`src/sv/wpm_pkg.sv`:
```
// Package for the wildcard pattern matcher: opcodes, pattern byte codes and defaults.
// Used by wpm_row_update and wildcard_pattern_matcher; no dependencies.
package wpm_pkg;

  // default pattern capacity in bytes
  localparam int PATTERN_MAX_DEF = 32;

  // pattern bytes with a wildcard meaning
  localparam logic [7:0] STAR_BYTE = 8'h2A;
  localparam logic [7:0] ANY_BYTE  = 8'h3F;

  // operation carried in tuser of the input stream
  typedef enum logic [1:0] {
    OP_CLEAR  = 2'd0,
    OP_APPEND = 2'd1,
    OP_TEXT   = 2'd2,
    OP_EMPTY  = 2'd3
  } opcode_t;

endpackage

```
`src/sv/wpm_row_update.sv`:
```
// Next match row for one text byte: per-position byte compare and a parallel prefix
// over star runs. Depends on wpm_pkg.
module wpm_row_update #(
  parameter int PATTERN_MAX = wpm_pkg::PATTERN_MAX_DEF
) (
  input  logic [PATTERN_MAX:0] row,
  input  logic [7:0]           store [PATTERN_MAX],
  input  logic [7:0]           sym,
  output logic [PATTERN_MAX:0] next_row
);
  import wpm_pkg::*;

  localparam int LV = $clog2(PATTERN_MAX + 1);

  // generate / propagate terms, one set per prefix level
  logic [PATTERN_MAX:0] g_lvl [LV + 1];
  logic [PATTERN_MAX:0] p_lvl [LV + 1];

  // position terms, then log-depth prefix: next[j] = g[j] | p[j] & next[j-1]
  always_comb begin
    // a star passes the bit to its left, others take the diagonal
    g_lvl[0][0] = 1'b0;
    p_lvl[0][0] = 1'b0;
    for (int j = 1; j <= PATTERN_MAX; j++) begin
      p_lvl[0][j] = (store[j-1] == STAR_BYTE);
      g_lvl[0][j] = (store[j-1] == STAR_BYTE) ? row[j] :
                    (row[j-1] & ((store[j-1] == sym) | (store[j-1] == ANY_BYTE)));
    end
    for (int lv = 0; lv < LV; lv++) begin
      for (int j = 0; j <= PATTERN_MAX; j++) begin
        if (j >= (1 << lv)) begin
          g_lvl[lv+1][j] = g_lvl[lv][j] | (p_lvl[lv][j] & g_lvl[lv][j - (1 << lv)]);
          p_lvl[lv+1][j] = p_lvl[lv][j] & p_lvl[lv][j - (1 << lv)];
        end else begin
          g_lvl[lv+1][j] = g_lvl[lv][j];
          p_lvl[lv+1][j] = p_lvl[lv][j];
        end
      end
    end
  end

  assign next_row = g_lvl[LV];

endmodule

```
`src/sv/wildcard_pattern_matcher.sv`:
```
// Top level of the wildcard pattern matcher: input register, pattern store, row state
// and result register. Depends on wpm_pkg and wpm_row_update.
//
// Glob matcher over byte text: '*' matches any run, '?' any one byte. Load a pattern
// with a clear transfer and append transfers, then stream text bytes with tlast on the
// final byte; an empty-text transfer asks about the empty string. One transfer is
// taken every clock cycle unless the input stalls. Each text byte updates the whole
// match row at once through a byte compare per pattern position and a log-depth
// prefix over runs of stars, so there is no per-byte loop. A result (matched,
// overflow) passes from the input register to the output register; the input stalls
// only while a result-bearing transfer waits on a full output register.
module wildcard_pattern_matcher #(
  parameter int PATTERN_MAX = wpm_pkg::PATTERN_MAX_DEF
) (
  input  logic       clk,
  input  logic       rst,
  // input stream
  input  logic       s_tvalid,
  output logic       s_tready,
  input  logic [7:0] s_tdata,   // [7:0] symbol
  input  logic [1:0] s_tuser,   // [1:0] opcode
  input  logic       s_tlast,   // last_of_text
  // result stream
  output logic       m_tvalid,
  input  logic       m_tready,
  output logic [7:0] m_tdata    // [0] matched, [1] pattern_overflow, [7:2] zero
);
  import wpm_pkg::*;

  localparam int LW = $clog2(PATTERN_MAX + 1);
  localparam int AW = (PATTERN_MAX > 1) ? $clog2(PATTERN_MAX) : 1;
  localparam logic [PATTERN_MAX:0] ROW_RESET = (PATTERN_MAX + 1)'(1);

  // input register
  logic        s1_valid;
  opcode_t     s1_op;
  logic [7:0]  s1_sym;
  logic        s1_last;

  // pattern and row state
  logic [7:0]           store [PATTERN_MAX];
  logic [LW-1:0]        pat_len;
  logic                 ovf;
  logic [PATTERN_MAX:0] init_row;
  logic [PATTERN_MAX:0] match_row;

  logic [PATTERN_MAX:0] text_row;
  logic [PATTERN_MAX:0] init_row_next;
  logic [LW-1:0]        len_inc;
  logic                 has_room;
  logic                 gives_result;
  logic                 s1_adv;
  logic                 hit;

  wpm_row_update #(
    .PATTERN_MAX (PATTERN_MAX)
  ) u_row (
    .row      (match_row),
    .store    (store),
    .sym      (s1_sym),
    .next_row (text_row)
  );

  // handshake: only a result-bearing item can stall behind the output register
  assign gives_result = (s1_op == OP_EMPTY) || ((s1_op == OP_TEXT) && s1_last);
  assign s1_adv       = s1_valid && (!gives_result || !m_tvalid || m_tready);
  assign s_tready     = !s1_valid || s1_adv;

  // initial row after an append
  assign has_room = (pat_len < LW'(PATTERN_MAX));
  assign len_inc  = pat_len + 1'b1;
  always_comb begin
    init_row_next = init_row;
    init_row_next[len_inc] = init_row[pat_len] && (s1_sym == STAR_BYTE);
  end

  // match bit for the result
  assign hit = (s1_op == OP_TEXT) ? text_row[pat_len] : init_row[pat_len];

  // input register
  always_ff @(posedge clk) begin
    if (rst) begin
      s1_valid <= 1'b0;
    end else if (s_tready) begin
      s1_valid <= s_tvalid;
    end
    if (s_tready && s_tvalid) begin
      s1_op   <= opcode_t'(s_tuser);
      s1_sym  <= s_tdata;
      s1_last <= s_tlast;
    end
  end

  // pattern store write
  always_ff @(posedge clk) begin
    if (s1_adv && (s1_op == OP_APPEND) && has_room) begin
      store[pat_len[AW-1:0]] <= s1_sym;
    end
  end

  // pattern length, overflow flag and rows
  always_ff @(posedge clk) begin
    if (rst) begin
      pat_len   <= '0;
      ovf       <= 1'b0;
      init_row  <= ROW_RESET;
      match_row <= ROW_RESET;
    end else if (s1_adv) begin
      unique case (s1_op)
        OP_CLEAR: begin
          pat_len   <= '0;
          ovf       <= 1'b0;
          init_row  <= ROW_RESET;
          match_row <= ROW_RESET;
        end
        OP_APPEND: begin
          if (has_room) begin
            pat_len   <= len_inc;
            init_row  <= init_row_next;
            match_row <= init_row_next;
          end else begin
            ovf       <= 1'b1;
            match_row <= init_row;
          end
        end
        OP_TEXT: begin
          match_row <= s1_last ? init_row : text_row;
        end
        OP_EMPTY: begin
          match_row <= init_row;
        end
        default: begin
          match_row <= init_row;
        end
      endcase
    end
  end

  // result register
  always_ff @(posedge clk) begin
    if (rst) begin
      m_tvalid <= 1'b0;
    end else if (s1_adv && gives_result) begin
      m_tvalid <= 1'b1;
    end else if (m_tready) begin
      m_tvalid <= 1'b0;
    end
    if (s1_adv && gives_result) begin
      m_tdata <= {6'd0, ovf, hit};
    end
  end

endmodule

```
`config.mk`:
```
export PLATFORM = sky130hd
export DESIGN_NAME = wildcard_pattern_matcher
export DESIGN_NICKNAME = d
export VERILOG_FILES = /design/src/sv/wpm_pkg.sv /design/src/sv/wpm_row_update.sv /design/src/sv/wildcard_pattern_matcher.sv
export SDC_FILE = /design/constraint.sdc
export NUM_CORES = 1
export LEC_CHECK = 0
export BUFFER_PORTS_ARGS = -buffer_cell sky130_fd_sc_hd__clkbuf_2
export CAP_MARGIN = 0
export CORE_UTILIZATION = 45
export DETAILED_ROUTE_END_ITERATION = 7
export PLACE_DENSITY = 0.58
export SYNTH_ARGS = -nofsm -noshare
export SYNTH_HDL_FRONTEND = slang
export SYNTH_SLANG_ARGS = --single-unit
```
`constraint.sdc`:
```
create_clock -name clk -period 4.9 [get_ports clk]
set_clock_uncertainty 0.1 [all_clocks]
set_input_delay 0.245 -clock clk [delete_from_list [all_inputs] [get_ports clk]]
set_output_delay 0.245 -clock clk [all_outputs]
set_load 0.01 [all_outputs]
```
# ---- Word-level counts from Yosys, hierarchy flattened
# Index checks and enable logic that the tools add are counted.
dict set report totals {
  elab_cells 647
  in_bits 15
  out_inout_bits 10
  register_bits 344
}
dict set report op_classes {
  n_reduce_logical 22
  eq_ne 102
  order_cmp 6
  addsub 1
  n_bitwise 421
  n_mux 53
}
# operator n
set op_table {}
lappend op_table {{$eq A8 B6 Y1 const B} 65}
lappend op_table {{$and A1 B1 Y1} 259}
lappend op_table {{$bwmux W256} 1}
lappend op_table {{$eq A8 B8 Y1} 32}
lappend op_table {{$or A1 B1 Y1} 161}
lappend op_table {{$pmux W33 S4} 1}
lappend op_table {{$mux W33} 2}
lappend op_table {{$pmux W33 S2} 1}
lappend op_table {{$demux W8 S5} 1}
lappend op_table {{$mux W1} 39}
lappend op_table {{$bwmux W33} 1}
lappend op_table {{$lt A6 B7 Y1 const B} 2}
lappend op_table {{$bmux W1 S6} 2}
lappend op_table {{$pmux W6 S2} 1}
lappend op_table {{$logic_and A1 B1 Y1} 9}
lappend op_table {{$mux W8} 1}
lappend op_table {{$add A6 B1 Y6 const B} 1}
lappend op_table {{$demux W1 S6} 1}
lappend op_table {{$ge A6 B1 Y1 const B} 1}
lappend op_table {{$ge A6 B6 Y1 const B} 1}
lappend op_table {{$lt A6 B1 Y1 const B} 1}
lappend op_table {{$lt A6 B6 Y1 const B} 1}
lappend op_table {{$mux W6} 1}
lappend op_table {{$not A5 Y6} 1}
lappend op_table {{10 further kinds} 19}

# ---- Depth between registers and ports, before layout
# Gate-level depths: netlist of the first run.
dict set report logic_depth {
  depth_word 17
  mapped_depth 17
  mapped_depth_nobuf 13
}

# ---- By module
# Synthesis of the first run repeated with hierarchy kept, for this count alone.
dict set report hier_totals {
  hier_cells 1703
  area_unflattened_um2 18666.7
}
# module area_per_inst_um2 seq_area_each_um2 cells_each instances
set modules_own_cells {}
lappend modules_own_cells {wildcard_pattern_matcher 12987.5 9579.2 887 1}
lappend modules_own_cells {wpm_row_update 5679.2 0.0 816 1}

# ---- Worst setup path after synthesis of the first run
# OpenSTA, ideal clock, no wires.
dict set report synth_timing {
  path_type {register to register}
  startpoint {register s1_sym[7]}
  endpoint {register m_tdata[0], data pin}
  t_required_ns 4.528
  slack_ns 0.882
  setup_time_ns 0.272
  path_stages_with_launch 16
  t_arrival_ns 3.646
  path_buffers 3
  synth_period_minus_slack_ns 4.018
  cell_sequence {edfxtp_1 -> buf_4 -> buf_4 -> buf_4 -> xor2_1 -> nor4_1 -> nand2_1 -> a21oi_1 -> a21o_1 -> a211oi_1 -> nand2_2 -> mux2_2 -> a22o_1 -> or4_1 -> o41ai_1 -> nand3_1}
}
dict set report synth_via {
  elab_chain_len 17
  elab_cells_between_ends 389
  classes_between {eq/ne (32); mux (35); bitwise (322)}
}
# item line
set synth_rtl {}
lappend synth_rtl {{start: declaration} wildcard_pattern_matcher.sv:37} ;# logic [7:0] s1_sym;
lappend synth_rtl {{start signal: assignment} wildcard_pattern_matcher.sv:89} ;# s1_sym <= s_tdata;
lappend synth_rtl {{$eq A8 B8 Y1} wpm_row_update.sv:27} ;# (row[j-1] & ((store[j-1] == sym) | (store[j-1] == ANY_BYTE)));
lappend synth_rtl {{$or A1 B1 Y1} wpm_row_update.sv:27}
lappend synth_rtl {{$and A1 B1 Y1} wpm_row_update.sv:27}
lappend synth_rtl {{$mux W1} wpm_row_update.sv:26} ;# g_lvl[0][j] = (store[j-1] == STAR_BYTE) ? row[j] :
lappend synth_rtl {{$and A1 B1 Y1} wpm_row_update.sv:32} ;# g_lvl[lv+1][j] = g_lvl[lv][j] | (p_lvl[lv][j] & g_lvl[lv][j - (1 << lv)]);
lappend synth_rtl {{$or A1 B1 Y1} wpm_row_update.sv:32}
lappend synth_rtl {{$and A1 B1 Y1} wpm_row_update.sv:32}
lappend synth_rtl {{$or A1 B1 Y1} wpm_row_update.sv:32}
lappend synth_rtl {{[2 not listed]} -}
lappend synth_rtl {{$and A1 B1 Y1} wpm_row_update.sv:32}
lappend synth_rtl {{$or A1 B1 Y1} wpm_row_update.sv:32}
lappend synth_rtl {{$and A1 B1 Y1} wpm_row_update.sv:32}
lappend synth_rtl {{$or A1 B1 Y1} wpm_row_update.sv:32}
lappend synth_rtl {{$bmux W1 S6 (*)} wildcard_pattern_matcher.sv:78} ;# assign hit = (s1_op == OP_TEXT) ? text_row[pat_len] : init_row[pat_len];
lappend synth_rtl {{$mux W1 (not written as such) (*)} wildcard_pattern_matcher.sv:78}
lappend synth_rtl {{$mux W1 (*)} wildcard_pattern_matcher.sv:78}
lappend synth_rtl {{via hit} wildcard_pattern_matcher.sv:53} ;# logic hit;
lappend synth_rtl {{end signal: assignment} wildcard_pattern_matcher.sv:149} ;# m_tdata <= {6'd0, ovf, hit};
lappend synth_rtl {{end: declaration} wildcard_pattern_matcher.sv:26} ;# output logic [7:0] m_tdata
# The timed path passes the listed nets; every way through them passes the cells marked *. The select of a mux whose other input is x is not followed.
# A chain may end at the register's enable or synchronous reset.

# ---- Final worst setup path of the first run
dict set report layout_timing {
  startpoint {register store[167] (netlist name)}
  endpoint {register m_tdata[0], data pin}
}
dict set report layout_via {
  elab_chain_len 16
  elab_cells_between_ends 126
  classes_between {eq/ne (3); mux (4); bitwise (119)}
}
# item line
set layout_rtl {}
lappend layout_rtl {{start: declaration} wildcard_pattern_matcher.sv:41} ;# logic [7:0] store [PATTERN_MAX];
lappend layout_rtl {{start signal: indexed assignment} wildcard_pattern_matcher.sv:97} ;# store[pat_len[AW-1:0]] <= s1_sym;
lappend layout_rtl {{$eq A8 B8 Y1 or $eq A8 B6 Y1 (tied branches)} wpm_row_update.sv:27}
lappend layout_rtl {{$or A1 B1 Y1} wpm_row_update.sv:27}
lappend layout_rtl {{$and A1 B1 Y1} wpm_row_update.sv:27}
lappend layout_rtl {{$mux W1} wpm_row_update.sv:26}
lappend layout_rtl {{$and A1 B1 Y1} wpm_row_update.sv:32}
lappend layout_rtl {{$or A1 B1 Y1} wpm_row_update.sv:32}
lappend layout_rtl {{$and A1 B1 Y1} wpm_row_update.sv:32}
lappend layout_rtl {{$or A1 B1 Y1} wpm_row_update.sv:32}
lappend layout_rtl {{$and A1 B1 Y1} wpm_row_update.sv:32}
lappend layout_rtl {{$or A1 B1 Y1} wpm_row_update.sv:32}
lappend layout_rtl {{$and A1 B1 Y1} wpm_row_update.sv:32}
lappend layout_rtl {{$or A1 B1 Y1 (2 in a row)} wpm_row_update.sv:32}
lappend layout_rtl {{$bmux W1 S6 (*)} wildcard_pattern_matcher.sv:78}
lappend layout_rtl {{$mux W1 (not written as such) (*)} wildcard_pattern_matcher.sv:78}
lappend layout_rtl {{$mux W1 (*)} wildcard_pattern_matcher.sv:78}
lappend layout_rtl {{via hit} wildcard_pattern_matcher.sv:53}
# Marked as above.

==> results of run 1 <==
==> worst register-to-register path, stage by stage, from the launching register on <==
cell and delay [ps]:
edfxtp_1 410, nor4bb_1 370, and3_1 410, mux2i_1 270, nor2_1 150, a211oi_1 240
nor3_1 130, o41ai_1 390, o21ai_0 330, mux2_2 350, a22o_1 200, or4_1 450
o41ai_1 350, nand3_1 110
==> layout by cell type, fill, tap and decap left out, drive strengths merged, types with 68 or more instances in the layout <==
cell    netlist  routed
buf          44      68
dfxtp        75      75
xor2        114     114
nand2       193     193
edfxtp      269     269
nor2        208     208
o21ai        83      83
a21oi       139     139
clkbuf       60      72
xnor2       147     147
==> cells by family after synthesis <==
logic type,synth area share [%]
adder cells (fa/ha/maj),0.265
AND/OR/NAND/NOR,18.9
AO/OA/AOI/OAI,12.5
other,0.0198
buffers and inverters,3.04
flip-flops,50.6
multiplexers,2.51
XOR/XNOR,12.1
==> path summary, 6_finish.rpt <==
kind                              start                    endpoint  slack (ps)
max                store[167]$_DFFE_PP_        m_tdata[0]$_DFFE_PP_         400
min                          s_tuser[1]          s1_op[1]$_DFFE_PP_         330
max reg2reg        store[167]$_DFFE_PP_        m_tdata[0]$_DFFE_PP_         400
min reg2reg  match_row[23]$_SDFFE_PP0P_  match_row[23]$_SDFFE_PP0P_         360
==> cell type report <==
class / instances / area [um^2]
tap: 532 / 666
inverter: 21 / 78.8
multi-input combinational: 1414 / 8790
timing repair buffer: 99 / 881
clock inverter: 16 / 169
fill: 3693 / 19800
sequential: 344 / 9580
clock buffer: 54 / 1090
==> through the flow <==
step	hold slack [ps]	total power, mW	area [um^2]	setup slack (ps)	instances
after floorplan	244	3.45	18900	882	1883
after global placement	322	3.57	19900	517	2397
after detailed placement	326	3.58	19900	477	2397
after CTS	305	6.50	21300	441	2480
after global routing	319	6.63	21300	174	2480
final	326	6.45	21300	396	2480
==> registers in the layout (all words and copies together), names as in the netlist <==
| signal | flops |
|---|---|
| m_tdata | 2 |
| s1_op | 2 |
| s1_sym | 8 |
| store | 256 |
| m_tvalid | 1 |
| init_row | 33 |
| pat_len | 6 |
| match_row | 33 |
| ovf | 1 |
| s1_last | 1 |
| s1_valid | 1 |
==> repair_timing <==
| item | 4_1_cts | 5_1_grt |
|---|---|---|
| hold buffers | 13 | 0 |
| endpoints found under the setup margin | 0 | 0 |
| hold endpoints to repair | 13 | 0 |
==> power by group through the flow <==
stage	Sequential [mW]	Clock, mW	Combinational, mW
detailed placement	3.23	0	0.347
floorplan	3.24	0	0.218
finish	3.17	2.92	0.355
global placement	3.23	0	0.343
global route	3.17	3.08	0.385
CTS	3.17	2.98	0.357
==> per-layer routing <==
| layer | vias up | part of all wire (%) | GRT usage (%) |
|---|---|---|---|
| met4 | 0 | 2.8 | 8.26 |
| met1 | 7195 | 46 | 34.1 |
| met3 | 87 | 5.6 | 3.29 |
| met2 | 435 | 46 | 39.1 |
| li1 | 6930 | - | - |
| met5 | - | 0 | 0 |
==> metrics.yaml, run 1 <==
pin_count: 25
ir_worst_vdd_mv: 0.324
powerDensity_nw_per_um2: 303
finalCritPeriodShare_pct: 91.9
synthTopCellsByArea: "edfxtp_1, dfxtp_1, xnor2_1"
cts.sinks: 344
slowest_delay_ps: 450
synth_ff_type: "edfxtp_1"
internal_power_mw: 5.04
setup_violations: 0
layout.nets: 1938
cp_slowest_cell: "or4_1"
place_congestion: 0.909
num_rows: 74
critPathTopFamily: "simple AND/OR/NAND/NOR gates"
worstMarginPinSlew_ps: 1190
cp_max_fo: 7
syn2layout_area_growth_pct: 12.4
hpwlAfterDp_um: 35100
outcome: "completed"
cts_buffers: 39
async_flop_share_pct: 0
cp_cell_sequence: "nor4bb_1, and3_1, mux2i_1, nor2_1, a211oi_1, nor3_1, o41ai_1, o21ai_0, mux2_2, a22o_1, or4_1, o41ai_1, nand3_1"
vias: 14600
synth_top_area_share_pct: 42.7
drv_cap: 0
grt_max_degree: 42
crit_buf_inv: 0
synth_commonest_cells: "edfxtp_1, nor2_1, nand2_1"
leakagePower_nw: 6.90
htree_levels: 2
min_path_type: "in -> reg"
yosys.cell_types.count: 89
worstPathArrival_ps: 4680
layout-drive-gt1-share_pct: 9.29
yosysWarnings: 0
cts_setup_buffers: 0
pwr-share-comb_pct: 5.5
required_ps: 5080
cts.clk_slew.worst_paths_ps: 60
die_w_um: 207
cts_buffer_depth: 3
antenna_left: 0
r2r_cells: 13
p_sw_share_pct: 21.8
rsz0062_at_grt: "false"
synth_seq_area_share_pct: 50.6
hold_viol: 0
fmax_mhz: 222
drc: 0
finalMaxSlewViolations: 0
overflow: 0
start_kind: "flip-flop"
hold_path_depth: 2
drtPass1Iterations: 6
grt_usage_pct: 24.4
clk_latency_ps: 540
utilization_pct: 51.7
vias_per_cell: 5.91
start_util_pct: 46.0
worst_path_most_repeated_cell: "o41ai_1"
avgSynthCellArea_um2: 10.1
cts_tree: "done"
antenna_found_initial: 1
first_iter_violations: 1171
yosysTopAreaCell: "edfxtp_1"
critical_path_class: "reg -> reg"
die-area_um2: 42900
cts_resized: 0
crit_cells: 13
ys_ff_latch: 344
synth_area_um2: 18900
wire_per_inst_um: 21.1
grt_pass1_vias: 14700
fin_tns_setup_ps: 0
power.switching_mw: 1.41
wirelength_um: 52300
die_h_um: 207
synth_cells: 1878
p_seq_share_pct: 49.2
synth_edf_count: 269
critPathCaptureType: "flip-flop"
synth_most_common_cell: "edfxtp_1"
finalCriticalPeriod_ps: 4500
num_antenna_cells: 0
grt_pass1_wl_um: 83000
root_buffer: "clkbuf_16"
io_buffers: 18
core-area_um2: 41100
slew_headroom_pct: 20.4
p_clk_share_pct: 45.3
Note: power is estimated with default switching activity, not from simulation.
==> inputs of run 2 (changes only) <==
--- a/config.mk
+++ b/config.mk
@@ -11,2 +11,3 @@
 export DETAILED_ROUTE_END_ITERATION = 7
+export MAX_ROUTING_LAYER = met4
 export PLACE_DENSITY = 0.58
--- a/constraint.sdc
+++ b/constraint.sdc
@@ -4,2 +4,2 @@
 set_output_delay 0.245 -clock clk [all_outputs]
-set_load 0.01 [all_outputs]
+set_load 0.005 [all_outputs]
==> run 2 against run 1 <==
Compared with the run above:
- critical path depth unchanged
- clock power about the same
- worst hold slack about the same
- sequential share of layout area unchanged
- critical path type unchanged
- critical endpoint unchanged
==> metrics.yaml, run 2 (synthesis gave the netlist of run 1 again) <==
num_antenna_cells: 0  # unchanged
antenna_found_initial: 1  # unchanged
pin_count: 25  # unchanged
hold_path_depth: 2  # unchanged
finalMaxSlewViolations: 0  # unchanged
leakagePower_nw: 6.90  # unchanged
dpl.cell_count: 2397  # unchanged
critPathCaptureType: "flip-flop"  # unchanged
cp_slowest_cell: "or4_1"  # unchanged
setup_violations: 0  # unchanged
wirelength_um: 52200  # was 52300 um
cts_buffer_depth: 3  # unchanged
final_cell_mix: "edfxtp_1, nor2_1, nand2_1"  # unchanged
die_w_um: 207  # unchanged
vias_per_cell: 5.91  # about the same
dp_slack_ps: 477  # unchanged
seq_area_um2: 9580  # unchanged
crit_buf_inv: 0  # unchanged
worst_slack_ps: 353  # was 396 ps
cts.sinks: 344  # unchanged
critPathTopFamily: "simple AND/OR/NAND/NOR gates"  # unchanged
hp-start: "s_tuser[1]"  # unchanged
start_kind: "flip-flop"  # unchanged
io_buffers: 18  # unchanged
critical_path_class: "reg -> reg"  # unchanged
crit_cells: 13  # unchanged
cp_cell_sequence: "nor4bb_1, and3_1, mux2i_1, nor2_1, a211oi_1, nor3_1, o41ai_1, o21ai_0, mux2_2, a22o_1, or4_1, o41ai_1, nand3_1"  # unchanged
worstPathArrival_ps: 4720  # was 4680 ps
worstMarginPinSlew_ps: 1170  # was 1190 ps
grt_pass1_wl_um: 83000  # about the same
grt_max_degree: 42  # unchanged
wire_per_inst_um: 21.1  # about the same
fmax_mhz: 220  # was 222 MHz
power.switching_mw: 1.40  # was 1.41 mW
slew_headroom_pct: 21.9  # was 20.4%
multi_input_area_um2: 8790  # unchanged
internal_power_mw: 5.04  # about the same
start_util_pct: 46.0  # unchanged
die-area_um2: 42900  # unchanged
pwr-share-comb_pct: 5.5  # about the same
largest_reg_flops: 256  # unchanged
overflow: 0  # unchanged
vias: 14700  # was 14600
r2r_cells: 13  # unchanged
grt_usage_pct: 25.2  # was 24.4%
layoutNonFillerInstCount: 2480  # unchanged
layout.nets: 1938  # unchanged
grt_pass1_vias: 14700  # about the same
drtPass1Iterations: 5  # was 6
cp_max_fo: 7  # unchanged
clk_latency_ps: 540  # about the same
p_clk_share_pct: 45.3  # about the same
ir_worst_vdd_mv: 0.324  # about the same
powerDensity_nw_per_um2: 303  # about the same
fin_tns_setup_ps: 0  # unchanged
num_rows: 74  # unchanged
p_sw_share_pct: 21.7  # was 21.8%
layout_commonest_cell: "edfxtp_1"  # unchanged
rsz0062_at_grt: "false"  # unchanged
hold_viol: 0  # unchanged
finalCritPeriodShare_pct: 92.8  # was 91.9%
startpoint: "store[167]$_DFFE_PP_"  # unchanged
antenna_left: 0  # unchanged
outcome: "completed"  # unchanged
hold_ws_ps: 326  # about the same
drc: 0  # unchanged
core-area_um2: 41100  # unchanged
timing.rr.start: "store[167]$_DFFE_PP_"  # unchanged
place_congestion: 0.926  # was 0.909
p_seq_share_pct: 49.2  # about the same
root_buffer: "clkbuf_16"  # unchanged
worst_path_most_repeated_cell: "o41ai_1"  # unchanged
drv_cap: 0  # unchanged
cts.clk_slew.worst_paths_ps: 60  # about the same
die_h_um: 207  # unchanged
required_ps: 5080  # about the same
hpwlAfterDp_um: 35100  # unchanged
fillers: 3693  # unchanged
slowest_delay_ps: 460  # was 450 ps
first_iter_violations: 1110  # was 1171
min_path_type: "in -> reg"  # unchanged
layout-drive-gt1-share_pct: 9.29  # unchanged
cts_tree: "done"  # unchanged
finalCriticalPeriod_ps: 4550  # was 4500 ps
htree_levels: 2  # unchanged
syn2layout_area_growth_pct: 12.4  # unchanged
cts_resized: 0  # unchanged
cts_buffers: 39  # unchanged
==> run 2: through the flow <==
stage               util (%)  total power [mW]  instance area (um^2)
floorplan                  -              3.45                 18900
global placement        48.3              3.57                 19900
detailed placement      48.3              3.58                 19900
CTS                     51.7              6.50                 21300
global route            51.7              6.63                 21300
finish                  51.7              6.44                 21300
==> run 2: worst paths after layout <==
path	end	slack (ps)
setup / recovery	m_tdata[0]$_DFFE_PP_	350
setup reg to reg	m_tdata[0]$_DFFE_PP_	350
hold reg to reg	match_row[23]$_SDFFE_PP0P_	360
hold / removal	s1_op[1]$_DFFE_PP_	330
==> run 2: worst register-to-register path: stages, from the launching register on <==
cell and delay (ps):
edfxtp_1 410, nor4bb_1 370, and3_1 410, mux2i_1 270, nor2_1 140, a211oi_1 240, nor3_1 140, o41ai_1 410
o21ai_0 340, mux2_2 350, a22o_1 200, or4_1 460, o41ai_1 350, nand3_1 110
==> run 2: metal layers <==
layer | vias up | wire length, um | track usage [%]
met3 | 100 | 3350 | 3.15
met4 | 0 | 1410 | 7.93
met2 | 460 | 23900 | 39.2
met5 | - | 0 | -
met1 | 7162 | 23600 | 34.2
li1 | 6932 | - | -
==> run 2: final cells by class <==
cell class	instances	area share, %
clock buffer	54	5.15
clock inverter	16	0.794
inverter	21	0.371
multi-input combinational	1414	41.4
sequential	344	45.1
tap	532	3.13
timing repair buffer	99	4.14
==> run 2: timing repair <==
| action | 4_1_cts | 5_1_grt |
|---|---|---|
| setup buffers | 0 | 0 |
| hold endpoints to repair | 13 | 0 |
| hold buffers | 13 | 0 |
==> run 2: power by group through the flow <==
stage / Combinational (mW) / Clock [mW] / Sequential, mW
2_1_floorplan: 0.217 / 0 / 3.24
4_1_cts: 0.355 / 2.98 / 3.17
6_report: 0.352 / 2.92 / 3.17
5_1_grt: 0.384 / 3.08 / 3.17
3_5_place_dp: 0.346 / 0 / 3.23
3_3_place_gp: 0.342 / 0 / 3.23
==> inputs of run 3 (changes only) <==
==> constraint.sdc (replaced) <==
create_clock -name clk -period 4.9 [get_ports clk]
set_clock_uncertainty 0.1 [all_clocks]
set_input_delay 0 -clock clk [delete_from_list [all_inputs] [get_ports clk]]
set_output_delay 0 -clock clk [all_outputs]
set_load 0.005 [all_outputs]
==> run 3 against run 2 <==
Compared with the run above:
- sequential share of layout area hardly changed
- routed wire length is 0.18% higher
- first-iteration DRC count decreased by 5.7%
- clock power barely moved
- largest power group unchanged
==> metrics.yaml, run 3 (synthesis gave the netlist of run 1 again) <==
outcome: "completed"  # unchanged
place_congestion: 0.926  # unchanged
leakagePower_nw: 6.91  # was 6.90 nW
required_ps: 5080  # about the same
core-area_um2: 41100  # unchanged
overflow: 0  # unchanged
drc: 0  # unchanged
start_util_pct: 46.0  # unchanged
pin_count: 25  # unchanged
r2r_cells: 13  # unchanged
ir_worst_vdd_mv: 0.324  # about the same
layout-drive-gt1-share_pct: 9.29  # about the same
clk_latency_ps: 540  # about the same
cts_hold_buf: 14  # was 13
hpwlAfterDp_um: 35100  # unchanged
r2r-end: "m_tdata[0]$_DFFE_PP_"  # unchanged
placedInstanceArea_um2: 19900  # unchanged
antenna_found_initial: 1  # unchanged
setup_violations: 0  # unchanged
cp_max_fo: 7  # unchanged
critPathCaptureType: "flip-flop"  # unchanged
layout_commonest_cell: "edfxtp_1"  # unchanged
worstPathArrival_ps: 4710  # was 4720 ps
min_path_type: "in -> reg"  # unchanged
p_clk_share_pct: 45.4  # was 45.3%
hold_ws_ps: 80.7  # was 326 ps
finalMaxSlewViolations: 0  # unchanged
vias: 14600  # was 14700
start_kind: "flip-flop"  # unchanged
p_sw_share_pct: 21.8  # was 21.7%
finalCriticalPeriod_ps: 4530  # was 4550 ps
die-area_um2: 42900  # unchanged
cts_tree: "done"  # unchanged
rsz0062_at_grt: "false"  # unchanged
pwr-share-comb_pct: 5.5  # about the same
syn2layout_area_growth_pct: 12.5  # was 12.4%
fin_tns_setup_ps: 0  # unchanged
final_cell_mix: "edfxtp_1, nor2_1, nand2_1"  # unchanged
reg2reg_setup_slack_ps: 370  # was 350 ps
fillers: 3692  # was 3693
internal_power_mw: 5.04  # about the same
hold_path_end: "s1_op[1]$_DFFE_PP_"  # unchanged
antenna_left: 0  # unchanged
finalCritPeriodShare_pct: 92.5  # was 92.8%
critical_path_class: "reg -> reg"  # unchanged
die_h_um: 207  # unchanged
grt_max_degree: 42  # unchanged
grt_pass1_vias: 14700  # unchanged
worstMarginPinSlew_ps: 1200  # was 1170 ps
stdcell_area_um2: 21300  # about the same
first_iter_violations: 1047  # was 1110
fmax_mhz: 221  # was 220 MHz
wire_per_inst_um: 21.1  # about the same
dpl.cell_count: 2397  # unchanged
grt_pass1_wl_um: 83000  # unchanged
layoutNonFillerInstCount: 2481  # was 2480
htree_levels: 2  # unchanged
wirelength_um: 52300  # was 52200 um
cts.clk_slew.worst_paths_ps: 60  # about the same
p_seq_share_pct: 49.2  # about the same
largest_reg_flops: 256  # unchanged
power.switching_mw: 1.41  # was 1.40 mW
die_w_um: 207  # unchanged
root_buffer: "clkbuf_16"  # unchanged
vias_per_cell: 5.90  # was 5.91
cts_resized: 0  # unchanged
cts.sinks: 344  # unchanged
hp-start: "s_tuser[1]"  # unchanged
io_buffers: 18  # unchanged
hold_viol: 0  # unchanged
grt_usage_pct: 25.2  # unchanged
drtPass1Iterations: 8  # was 5
hold_path_depth: 2  # unchanged
slew_headroom_pct: 19.9  # was 21.9%
drv_cap: 0  # unchanged
cts_setup_buffers: 0  # unchanged
layout.nets: 1939  # was 1938
num_rows: 74  # unchanged
powerDensity_nw_per_um2: 303  # about the same
num_antenna_cells: 0  # unchanged
cts_buffer_depth: 3  # unchanged
cts_buffers: 39  # unchanged
timing.rr.start: "store[167]$_DFFE_PP_"  # unchanged
[run 3: worst max-delay path by stage]
stage	to	from
after global placement	m_tdata[0]$_DFFE_PP_	store[167]$_DFFE_PP_
final	m_tdata[0]$_DFFE_PP_	store[167]$_DFFE_PP_
after CTS	m_tdata[0]$_DFFE_PP_	store[175]$_DFFE_PP_
after floorplan	m_tdata[0]$_DFFE_PP_	s1_sym[7]$_DFFE_PP_
after detailed placement	m_tdata[0]$_DFFE_PP_	store[175]$_DFFE_PP_
after global routing	m_tdata[0]$_DFFE_PP_	store[167]$_DFFE_PP_
[run 3: power groups by stage]
stage | Clock (mW) | Sequential [mW] | Combinational [mW]
floorplan | 0 | 3.24 | 0.217
global placement | 0 | 3.23 | 0.342
detailed placement | 0 | 3.23 | 0.346
CTS | 2.98 | 3.17 | 0.356
global route | 3.08 | 3.17 | 0.384
finish | 2.92 | 3.17 | 0.353
[run 3: metal layers]
layer	track usage (%)	vias up	wire length, um
met5	-	-	0
met2	39.2	446	24100
met3	3.15	88	3110
met1	34.2	7171	23900
met4	7.93	0	1280
li1	-	6940	-
[run 3: critical path, stage by stage, from the launching register on]
cell	delay, ps
edfxtp_1	410
nor4bb_1	370
and3_1	400
mux2i_1	270
nor2_1	140
a211oi_1	240
nor3_1	130
o41ai_1	410
o21ai_0	340
mux2_2	350
a22o_1	200
or4_1	460
o41ai_1	350
nand3_1	100
[run 3: per-stage QoR]
step                utilization, %  setup slack, ps  power [mW]
detailed placement            48.3              477        3.58
finish                        51.7              366        6.45
CTS                           51.7              441        6.50
global route                  51.7              176        6.63
global placement              48.3              517        3.57
floorplan                        -              882        3.45
[run 3: final cells by class]
type,instances,area (um^2),area share [%]
Clock buffer,54,1090,5.15
Clock inverter,16,169,0.794
Inverter,21,78.8,0.371
Multi-Input combinational cell,1414,8790,41.3
Sequential cell,344,9580,45.0
Tap cell,532,666,3.13
Timing Repair Buffer,100,891,4.19
